<file path="config.mk">
export PLATFORM = sky130hd
export DESIGN_NAME = nmos6502_alu_binary_unit_flat
export DESIGN_NICKNAME = d
export VERILOG_FILES = /design/src/rtl/core/nab_pkg.sv /design/src/rtl/core/nab_if.sv /design/src/rtl/core/nmos6502_alu_binary_unit.sv /design/src/flat_wrapper.sv
export SDC_FILE = /design/constraint.sdc
export NUM_CORES = 1
export LEC_CHECK = 0
export ABC_CLOCK_PERIOD_IN_PS = 6910
export BUFFER_PORTS_ARGS = -buffer_cell sky130_fd_sc_hd__buf_2
export CORE_ASPECT_RATIO = 0.9
export CORE_MARGIN = 2
export CORE_UTILIZATION = 53
export DETAILED_ROUTE_END_ITERATION = 8
export PLACE_DENSITY = 0.81
export SETUP_SLACK_MARGIN = 0.5
export SLEW_MARGIN = 20
export SYNTH_ARGS = -nofsm -noshare
export SYNTH_HDL_FRONTEND = slang
export SYNTH_SLANG_ARGS = --single-unit
</file>
<file path="constraint.sdc">
create_clock -name i_clk -period 6.91 [get_ports i_clk]
set_clock_uncertainty 0.2 [all_clocks]
set_input_delay 1.382 -clock i_clk [delete_from_list [all_inputs] [get_ports i_clk]]
set_output_delay 1.382 -clock i_clk [all_outputs]
set_load 0.02 [all_outputs]
</file>
<file path="src/rtl/core/nab_pkg.sv">
`timescale 1ns / 1ps
`default_nettype none

package nab_pkg;

    // Command codes
    localparam logic [4:0] CMD_LDA = 5'd0;
    localparam logic [4:0] CMD_LDX = 5'd1;
    localparam logic [4:0] CMD_LDY = 5'd2;
    localparam logic [4:0] CMD_AND = 5'd3;
    localparam logic [4:0] CMD_ORA = 5'd4;
    localparam logic [4:0] CMD_EOR = 5'd5;
    localparam logic [4:0] CMD_BIT = 5'd6;
    localparam logic [4:0] CMD_ADC = 5'd7;
    localparam logic [4:0] CMD_SBC = 5'd8;
    localparam logic [4:0] CMD_CMP = 5'd9;
    localparam logic [4:0] CMD_CPX = 5'd10;
    localparam logic [4:0] CMD_CPY = 5'd11;
    localparam logic [4:0] CMD_AXS = 5'd12;
    localparam logic [4:0] CMD_INC = 5'd13;
    localparam logic [4:0] CMD_DEC = 5'd14;
    localparam logic [4:0] CMD_ASL = 5'd15;
    localparam logic [4:0] CMD_LSR = 5'd16;
    localparam logic [4:0] CMD_ROL = 5'd17;
    localparam logic [4:0] CMD_ROR = 5'd18;

    // Status bit positions
    localparam int FLAG_C = 0;
    localparam int FLAG_Z = 1;
    localparam int FLAG_V = 6;
    localparam int FLAG_N = 7;

    localparam logic [7:0] BYTE_ONES = 8'hFF;

    typedef struct packed {
        logic [4:0] command;
        logic [7:0] acc_in;
        logic [7:0] xreg_in;
        logic [7:0] yreg_in;
        logic [7:0] operand;
        logic [7:0] status_in;
    } t_alu_in;

    typedef struct packed {
        logic [7:0] acc_out;
        logic [7:0] xreg_out;
        logic [7:0] yreg_out;
        logic [7:0] mem_out;
        logic [7:0] status_out;
    } t_alu_out;

    // Decoded per-item control, carried down the pipe
    typedef struct packed {
        logic wr_a;
        logic wr_x;
        logic wr_y;
        logic wr_m;
        logic use_sum;   // result byte comes from the adder
        logic upd_zn;
        logic upd_c;
        logic v_adc;
        logic v_sbc;
        logic is_bit;
    } t_ctl;

endpackage

`default_nettype wire

</file>
<file path="src/rtl/core/nab_if.sv">
`timescale 1ns / 1ps
`default_nettype none

interface nab_in_if;
    logic               valid;
    logic               ready;
    nab_pkg::t_alu_in   payload;

    modport source (output valid, output payload, input ready);
    modport sink   (input valid, input payload, output ready);
endinterface

interface nab_out_if;
    logic               valid;
    logic               ready;
    nab_pkg::t_alu_out  payload;

    modport source (output valid, output payload, input ready);
    modport sink   (input valid, input payload, output ready);
endinterface

`default_nettype wire

</file>
<file path="src/rtl/core/nmos6502_alu_binary_unit.sv">
`timescale 1ns / 1ps
`default_nettype none

// Channel   Dir  Handshake     Payload
// i_in      in   valid/ready   command, acc_in, xreg_in, yreg_in, operand, status_in
// o_out     out  valid/ready   acc_out, xreg_out, yreg_out, mem_out, status_out
//
// Four register stages: input capture (A), decode + logic/shift (B),
// 9-bit add (C), flag merge into the output register (D).
// One item per cycle sustained while o_out.ready stays high; an item passes stages A, B, C and D in order.
// Each stage takes a new item when it is empty or its successor moves, so
// bubbles collapse and a stall on o_out holds every item in place.
// Synchronous active-low reset clears only the stage valid bits.

module nmos6502_alu_binary_unit (
    input  wire         i_clk,
    input  wire         i_rst_n,
    nab_in_if.sink      i_in,
    nab_out_if.source   o_out
);

    // Stage valid bits and advance enables
    logic r_vld_a, r_vld_b, r_vld_c, r_vld_d;
    logic rdy_a, rdy_b, rdy_c, rdy_d;

    assign rdy_d = !r_vld_d || o_out.ready;
    assign rdy_c = !r_vld_c || rdy_d;
    assign rdy_b = !r_vld_b || rdy_c;
    assign rdy_a = !r_vld_a || rdy_b;

    assign i_in.ready = rdy_a;

    always_ff @(posedge i_clk) begin
        if (!i_rst_n) begin
            r_vld_a <= 1'b0;
            r_vld_b <= 1'b0;
            r_vld_c <= 1'b0;
            r_vld_d <= 1'b0;
        end else begin
            if (rdy_a) r_vld_a <= i_in.valid;
            if (rdy_b) r_vld_b <= r_vld_a;
            if (rdy_c) r_vld_c <= r_vld_b;
            if (rdy_d) r_vld_d <= r_vld_c;
        end
    end

    // ---------------- Stage A: capture ----------------
    nab_pkg::t_alu_in r_item_a;

    always_ff @(posedge i_clk) begin
        if (rdy_a && i_in.valid) r_item_a <= i_in.payload;
    end

    // ---------------- Decode, logic and shifts ----------------
    nab_pkg::t_ctl n_ctl;
    logic [7:0]    n_lres;     // non-adder result byte
    logic          n_lcout;    // carry shifted out
    logic [7:0]    n_add_x;
    logic [7:0]    n_add_y;
    logic          n_add_c;

    always_comb begin
        logic [7:0] a, x, y, m;
        logic       cin;
        a   = r_item_a.acc_in;
        x   = r_item_a.xreg_in;
        y   = r_item_a.yreg_in;
        m   = r_item_a.operand;
        cin = r_item_a.status_in[nab_pkg::FLAG_C];

        n_ctl   = '0;
        n_lres  = m;
        n_lcout = 1'b0;
        n_add_x = a;
        n_add_y = m;
        n_add_c = 1'b0;

        case (r_item_a.command)
            nab_pkg::CMD_LDA: begin
                n_ctl.wr_a = 1'b1; n_ctl.upd_zn = 1'b1;
            end
            nab_pkg::CMD_LDX: begin
                n_ctl.wr_x = 1'b1; n_ctl.upd_zn = 1'b1;
            end
            nab_pkg::CMD_LDY: begin
                n_ctl.wr_y = 1'b1; n_ctl.upd_zn = 1'b1;
            end
            nab_pkg::CMD_AND: begin
                n_lres = a & m; n_ctl.wr_a = 1'b1; n_ctl.upd_zn = 1'b1;
            end
            nab_pkg::CMD_ORA: begin
                n_lres = a | m; n_ctl.wr_a = 1'b1; n_ctl.upd_zn = 1'b1;
            end
            nab_pkg::CMD_EOR: begin
                n_lres = a ^ m; n_ctl.wr_a = 1'b1; n_ctl.upd_zn = 1'b1;
            end
            nab_pkg::CMD_BIT: begin
                n_lres = a & m; n_ctl.is_bit = 1'b1;
            end
            nab_pkg::CMD_ADC: begin
                n_add_c = cin;
                n_ctl.wr_a = 1'b1; n_ctl.use_sum = 1'b1; n_ctl.upd_zn = 1'b1;
                n_ctl.upd_c = 1'b1; n_ctl.v_adc = 1'b1;
            end
            nab_pkg::CMD_SBC: begin
                n_add_y = ~m; n_add_c = cin;
                n_ctl.wr_a = 1'b1; n_ctl.use_sum = 1'b1; n_ctl.upd_zn = 1'b1;
                n_ctl.upd_c = 1'b1; n_ctl.v_sbc = 1'b1;
            end
            nab_pkg::CMD_CMP: begin
                n_add_y = ~m; n_add_c = 1'b1;
                n_ctl.use_sum = 1'b1; n_ctl.upd_zn = 1'b1; n_ctl.upd_c = 1'b1;
            end
            nab_pkg::CMD_CPX: begin
                n_add_x = x; n_add_y = ~m; n_add_c = 1'b1;
                n_ctl.use_sum = 1'b1; n_ctl.upd_zn = 1'b1; n_ctl.upd_c = 1'b1;
            end
            nab_pkg::CMD_CPY: begin
                n_add_x = y; n_add_y = ~m; n_add_c = 1'b1;
                n_ctl.use_sum = 1'b1; n_ctl.upd_zn = 1'b1; n_ctl.upd_c = 1'b1;
            end
            nab_pkg::CMD_AXS: begin
                n_add_x = a & x; n_add_y = ~m; n_add_c = 1'b1;
                n_ctl.wr_x = 1'b1;
                n_ctl.use_sum = 1'b1; n_ctl.upd_zn = 1'b1; n_ctl.upd_c = 1'b1;
            end
            nab_pkg::CMD_INC: begin
                n_add_x = m; n_add_y = 8'h00; n_add_c = 1'b1;
                n_ctl.wr_m = 1'b1; n_ctl.use_sum = 1'b1; n_ctl.upd_zn = 1'b1;
            end
            nab_pkg::CMD_DEC: begin
                n_add_x = m; n_add_y = nab_pkg::BYTE_ONES; n_add_c = 1'b0;
                n_ctl.wr_m = 1'b1; n_ctl.use_sum = 1'b1; n_ctl.upd_zn = 1'b1;
            end
            nab_pkg::CMD_ASL: begin
                n_lres = {m[6:0], 1'b0}; n_lcout = m[7];
                n_ctl.wr_m = 1'b1; n_ctl.upd_zn = 1'b1; n_ctl.upd_c = 1'b1;
            end
            nab_pkg::CMD_LSR: begin
                n_lres = {1'b0, m[7:1]}; n_lcout = m[0];
                n_ctl.wr_m = 1'b1; n_ctl.upd_zn = 1'b1; n_ctl.upd_c = 1'b1;
            end
            nab_pkg::CMD_ROL: begin
                n_lres = {m[6:0], cin}; n_lcout = m[7];
                n_ctl.wr_m = 1'b1; n_ctl.upd_zn = 1'b1; n_ctl.upd_c = 1'b1;
            end
            nab_pkg::CMD_ROR: begin
                n_lres = {cin, m[7:1]}; n_lcout = m[0];
                n_ctl.wr_m = 1'b1; n_ctl.upd_zn = 1'b1; n_ctl.upd_c = 1'b1;
            end
            default: begin
                // undefined codes: everything passes through
                n_ctl = '0;
            end
        endcase
    end

    // ---------------- Stage B ----------------
    nab_pkg::t_alu_in r_item_b;
    nab_pkg::t_ctl    r_ctl_b;
    logic [7:0]       r_lres_b;
    logic             r_lcout_b;
    logic [7:0]       r_add_x_b;
    logic [7:0]       r_add_y_b;
    logic             r_add_c_b;

    always_ff @(posedge i_clk) begin
        if (rdy_b && r_vld_a) begin
            r_item_b  <= r_item_a;
            r_ctl_b   <= n_ctl;
            r_lres_b  <= n_lres;
            r_lcout_b <= n_lcout;
            r_add_x_b <= n_add_x;
            r_add_y_b <= n_add_y;
            r_add_c_b <= n_add_c;
        end
    end

    // 9-bit add; bit 8 is carry out (not-borrow for subtracts)
    logic [8:0] n_sum;
    assign n_sum = {1'b0, r_add_x_b} + {1'b0, r_add_y_b} + {8'h00, r_add_c_b};

    // ---------------- Stage C ----------------
    nab_pkg::t_alu_in r_item_c;
    nab_pkg::t_ctl    r_ctl_c;
    logic [7:0]       r_lres_c;
    logic             r_lcout_c;
    logic [8:0]       r_sum_c;

    always_ff @(posedge i_clk) begin
        if (rdy_c && r_vld_b) begin
            r_item_c  <= r_item_b;
            r_ctl_c   <= r_ctl_b;
            r_lres_c  <= r_lres_b;
            r_lcout_c <= r_lcout_b;
            r_sum_c   <= n_sum;
        end
    end

    // ---------------- Flag merge and write select ----------------
    nab_pkg::t_alu_out n_out;

    always_comb begin
        logic [7:0] res, a, m, p;
        a   = r_item_c.acc_in;
        m   = r_item_c.operand;
        res = r_ctl_c.use_sum ? r_sum_c[7:0] : r_lres_c;
        p   = r_item_c.status_in;

        if (r_ctl_c.upd_zn) begin
            p[nab_pkg::FLAG_Z] = (res == 8'h00);
            p[nab_pkg::FLAG_N] = res[7];
        end
        if (r_ctl_c.is_bit) begin
            // Z from A AND M, V and N straight from the operand
            p[nab_pkg::FLAG_Z] = (res == 8'h00);
            p[nab_pkg::FLAG_V] = m[6];
            p[nab_pkg::FLAG_N] = m[7];
        end
        if (r_ctl_c.upd_c) begin
            p[nab_pkg::FLAG_C] = r_ctl_c.use_sum ? r_sum_c[8] : r_lcout_c;
        end
        if (r_ctl_c.v_adc) begin
            p[nab_pkg::FLAG_V] = ~(a[7] ^ m[7]) & (a[7] ^ res[7]);
        end
        if (r_ctl_c.v_sbc) begin
            p[nab_pkg::FLAG_V] = (a[7] ^ res[7]) & (a[7] ^ m[7]);
        end

        n_out.acc_out    = r_ctl_c.wr_a ? res : a;
        n_out.xreg_out   = r_ctl_c.wr_x ? res : r_item_c.xreg_in;
        n_out.yreg_out   = r_ctl_c.wr_y ? res : r_item_c.yreg_in;
        n_out.mem_out    = r_ctl_c.wr_m ? res : m;
        n_out.status_out = p;
    end

    // ---------------- Stage D: output register ----------------
    nab_pkg::t_alu_out r_out_d;

    always_ff @(posedge i_clk) begin
        if (rdy_d && r_vld_c) r_out_d <= n_out;
    end

    assign o_out.valid   = r_vld_d;
    assign o_out.payload = r_out_d;

endmodule

`default_nettype wire

</file>
<file path="src/flat_wrapper.sv">
// flat-port wrapper written by rule: the top's interface ports become plain ports
module nmos6502_alu_binary_unit_flat 
  (i_clk, i_rst_n, i_in_valid, i_in_payload, i_in_ready, o_out_valid, o_out_payload, o_out_ready);
  nab_in_if i_in_i ();
  nab_out_if o_out_i ();
  input  wire i_clk;
  input  wire i_rst_n;
  input wire logic [$bits(i_in_i.valid)-1:0] i_in_valid;
  input wire logic [$bits(i_in_i.payload)-1:0] i_in_payload;
  output wire logic [$bits(i_in_i.ready)-1:0] i_in_ready;
  output wire logic [$bits(o_out_i.valid)-1:0] o_out_valid;
  output wire logic [$bits(o_out_i.payload)-1:0] o_out_payload;
  input wire logic [$bits(o_out_i.ready)-1:0] o_out_ready;
  assign i_in_i.valid = i_in_valid;
  assign i_in_i.payload = i_in_payload;
  assign i_in_ready = i_in_i.ready;
  assign o_out_valid = o_out_i.valid;
  assign o_out_payload = o_out_i.payload;
  assign o_out_i.ready = o_out_ready;
  nmos6502_alu_binary_unit u_core (.i_clk(i_clk), .i_rst_n(i_rst_n), .i_in(i_in_i), .o_out(o_out_i));
endmodule
</file>
==> results.py <==
metrics = {
    "outcome": {
        "status": "complete, no violations",
    },
    "floorplan": {
        "core_area_um2": 17000,
        "io_pins": 91,
        "rows": 45,
        "die_width_um": 143,
        "die_h_um": 129,
        "start_util_pct": 54.5,
        "die_area_um2": 18600,
    },
    "cts": {
        "post_cts_resize_count": 0,
        "post_cts_buffers": 0,
        "numCtsBuffers": 24,
        "clockRootBuffer": "clkbuf_16",
        "clk_pin_slew_worst_paths_ns": 0.06,
        "clock-sinks": 233,
        "cts_tree": "done",
        "clkLatencyLatePin_ns": 0.51,
        "ctsHoldBuffers": 0,
        "cts_buffer_depth": 3,
        "h-tree-depth": 1,
    },
    "critical_path": {
        "critPathLaunchType": "input pin",
        "worstSetupPathType": "input pin to output port",
        "worstPathRequired_ns": 5.33,
        "cp-end-kind": "output port",
        "cp_max_fo": 5,
        "arrival_ns": 2.55,
    },
    "power": {
        "combPwrFrac_pct": 5.0,
        "power.leakage_nw": 3.91,
        "total_power_w": 0.00312,
        "p_seq_share_pct": 53.0,
        "clock_power_share_pct": 42.0,
        "power.internal_w": 0.00246,
        "powerDensity_nw_per_um2": 290,
        "vdd_drop_max_uv": 190,
        "p_switching_w": 0.000660,
        "p_sw_share_pct": 21.2,
    },
    "yosys": {
        "ys_async_sr_fraction_pct": 0,
        "syn_inst": 595,
        "synth_top_area_cell": "edfxtp_1",
        "synthesis.nets": 669,
        "synthTopCellsByArea": "edfxtp_1, ha_1, a21oi_1, nor2_1, nand2_1",
        "ys_warn_count": 0,
        "ys_ff_latch": 233,
        "synthesis.area_um2": 9270,
        "yosysMostFrequentCell": "edfxtp_1",
        "avgSynthCellArea_um2": 15.6,
        "synth-main-ff-cell": "edfxtp_1",
        "synth_top_area_share_pct": 74.2,
        "synth_cell_types": 58,
        "synth_edf_count": 229,
        "ys_seq_area_share_pct": 75.0,
        "ys_top_cells_by_count": "edfxtp_1, nor2_1, a21oi_1",
    },
    "timing": {
        "min_period_ns": 4.13,
        "worstMarginPinSlew_ns": 0.951,
        "finalSetupViolCount": 0,
        "fin_tns_setup_ns": 0,
        "holdWs_ns": 0.214,
        "fmax_mhz": 242,
        "layout_setup_ws_ns": 2.78,
        "hold_viol": 0,
        "period_share_pct": 59.8,
        "rsz0062_at_grt": "no",
        "slew_headroom_pct": 34.8,
        "drv_slew": 0,
    },
    "finish": {
        "layout-drive-gt1-share_pct": 22.3,
        "area_growth_pct": 15.9,
        "stdcell_count": 947,
        "fin_nets": 768,
        "antenna_cells": 0,
    },
    "placed_design": {
        "dp_slack_ns": 2.79,
        "hpwl_um": 11700,
        "dp_cells": 902,
        "globalplace.congestion": 0.880,
        "port_buffers": 90,
    },
    "grt": {
        "grt_use_total_pct": 19.2,
        "grt_max_degree": 77,
        "grt_pass1_wl_um": 27200,
        "grt_overflow_total": 0,
        "antenna_found_initial": 0,
        "grt_pass1_vias": 5048,
    },
    "routing": {
        "drc_errors": 0,
        "drt_iter0_drc": 715,
        "ant_nets": 0,
        "wire_per_inst_um": 18.6,
        "wl_um": 17600,
        "first_pass_iters": 7,
        "num_vias": 5225,
        "vias_per_cell": 5.52,
    },
    "flow_run": {
        "drv_cap": 0,
    },
    "min_path": {
        "min_path_type": "flip-flop to flip-flop",
    },
}
## cells by family (layout without fill, tap and decap cells)
kind of cell,after synthesis,after routing,share of synthesized area [%]
adder cells (fa/ha/maj),25,25,3.54
AND/OR/NAND/NOR,143,143,7.91
flip-flops,233,233,75.0
AO/OA/AOI/OAI,126,126,8.57
buffers and inverters,47,164,2.79
XOR/XNOR,9,9,0.850
multiplexers,12,12,1.30
## critical path: stages
cell and delay, ns:
buf_2 0.10, nor2b_1 0.45, and3_1 0.35, nand2_1 0.11, buf_2 0.17
## per-layer routing
layer	routed length, µm	global-route usage [%]
met4	371	5.31
met5	0	0
met1	7360	27.4
met2	8400	31.2
met3	1480	2.96
## power by group through the flow
| stage | combinational (W) | clock (W) | sequential, W |
|---|---|---|---|
| after detailed placement | 0.000153 | 0 | 0.00168 |
| final | 0.000156 | 0.00131 | 0.00165 |
| after global routing | 0.000174 | 0.00139 | 0.00166 |
| after CTS | 0.000155 | 0.00133 | 0.00165 |
| after global placement | 0.000147 | 0 | 0.00168 |
| after floorplan | 0.000121 | 0 | 0.00166 |
## flip-flops by register name, indices dropped and copies added, names as in the netlist, 4 cells and up
name / count
u_core.o_out.payload: 40
u_core.n_out: 4
u_core.r_sum_c: 9
u_core.r_item_b: 40
u_core.r_lres_c: 8
u_core.r_lres_b: 8
u_core.r_item_a: 45
u_core.r_ctl_c: 10
u_core.r_item_c: 36
u_core.r_add_y_b: 8
u_core.r_ctl_b: 10
u_core.r_add_x_b: 8
## layout by cell type (no fill, tap or decap), drive strengths merged, types with 2 or more instances in the layout
cell type / netlist / final
nor3b: 3 / 3
o21a: 3 / 3
or3: 3 / 3
nor2: 54 / 54
o31ai: 3 / 3
clkbuf: 10 / 28
bufinv: 0 / 4
xnor2: 6 / 6
nand2: 43 / 43
inv: 26 / 27
a21oi: 51 / 51
xor2: 3 / 3
edfxtp: 229 / 229
fa: 2 / 2
nor2b: 8 / 8
nor3: 11 / 11
a222oi: 13 / 13
a211oi: 4 / 4
nand3: 3 / 3
clkinvlp: 0 / 3
o21ai: 31 / 31
and2b: 2 / 2
ha: 23 / 23
dfxtp: 4 / 4
nor4: 5 / 5
and2: 2 / 2
nand4: 2 / 2
a31oi: 12 / 12
clkinv: 0 / 8
mux2i: 12 / 12
nor4b: 2 / 2
buf: 10 / 94
nand2b: 3 / 3
## final cells by class
type	instances	area, µm²
Sequential cell	233	6960
Fill cell	1240	6260
Multi-Input combinational cell	315	2080
Clock buffer	28	616
Timing Repair Buffer	94	493
Tap cell	235	294
Clock inverter	16	200
Inverter	26	97.6
## metrics by stage
step / util (%) / area, µm²
after global placement: 58.2 / 9900
after floorplan: - / 9270
final: 63.2 / 10700
after detailed placement: 58.2 / 9900
after global routing: 63.2 / 10700
after CTS: 63.0 / 10700
## final timing paths
| check | startpoint | end | slack, ns | cells after the start |
|---|---|---|---|---|
| worst max-delay path | o_out_ready | i_in_ready | 2.78 | 5 |
| worst min-delay path | u_core.r_item_b[0]$_DFFE_PP_ | u_core.r_item_c[0]$_DFFE_PP_ | 0.21 | 0 |
| worst max register to register | u_core.r_item_a[41]$_DFFE_PP_ | u_core.r_lres_b[0]$_DFFE_PP_ | 4.36 | 4 |
| worst min register to register | u_core.r_item_b[0]$_DFFE_PP_ | u_core.r_item_c[0]$_DFFE_PP_ | 0.21 | 0 |
Power figures use the tool's default switching activity.
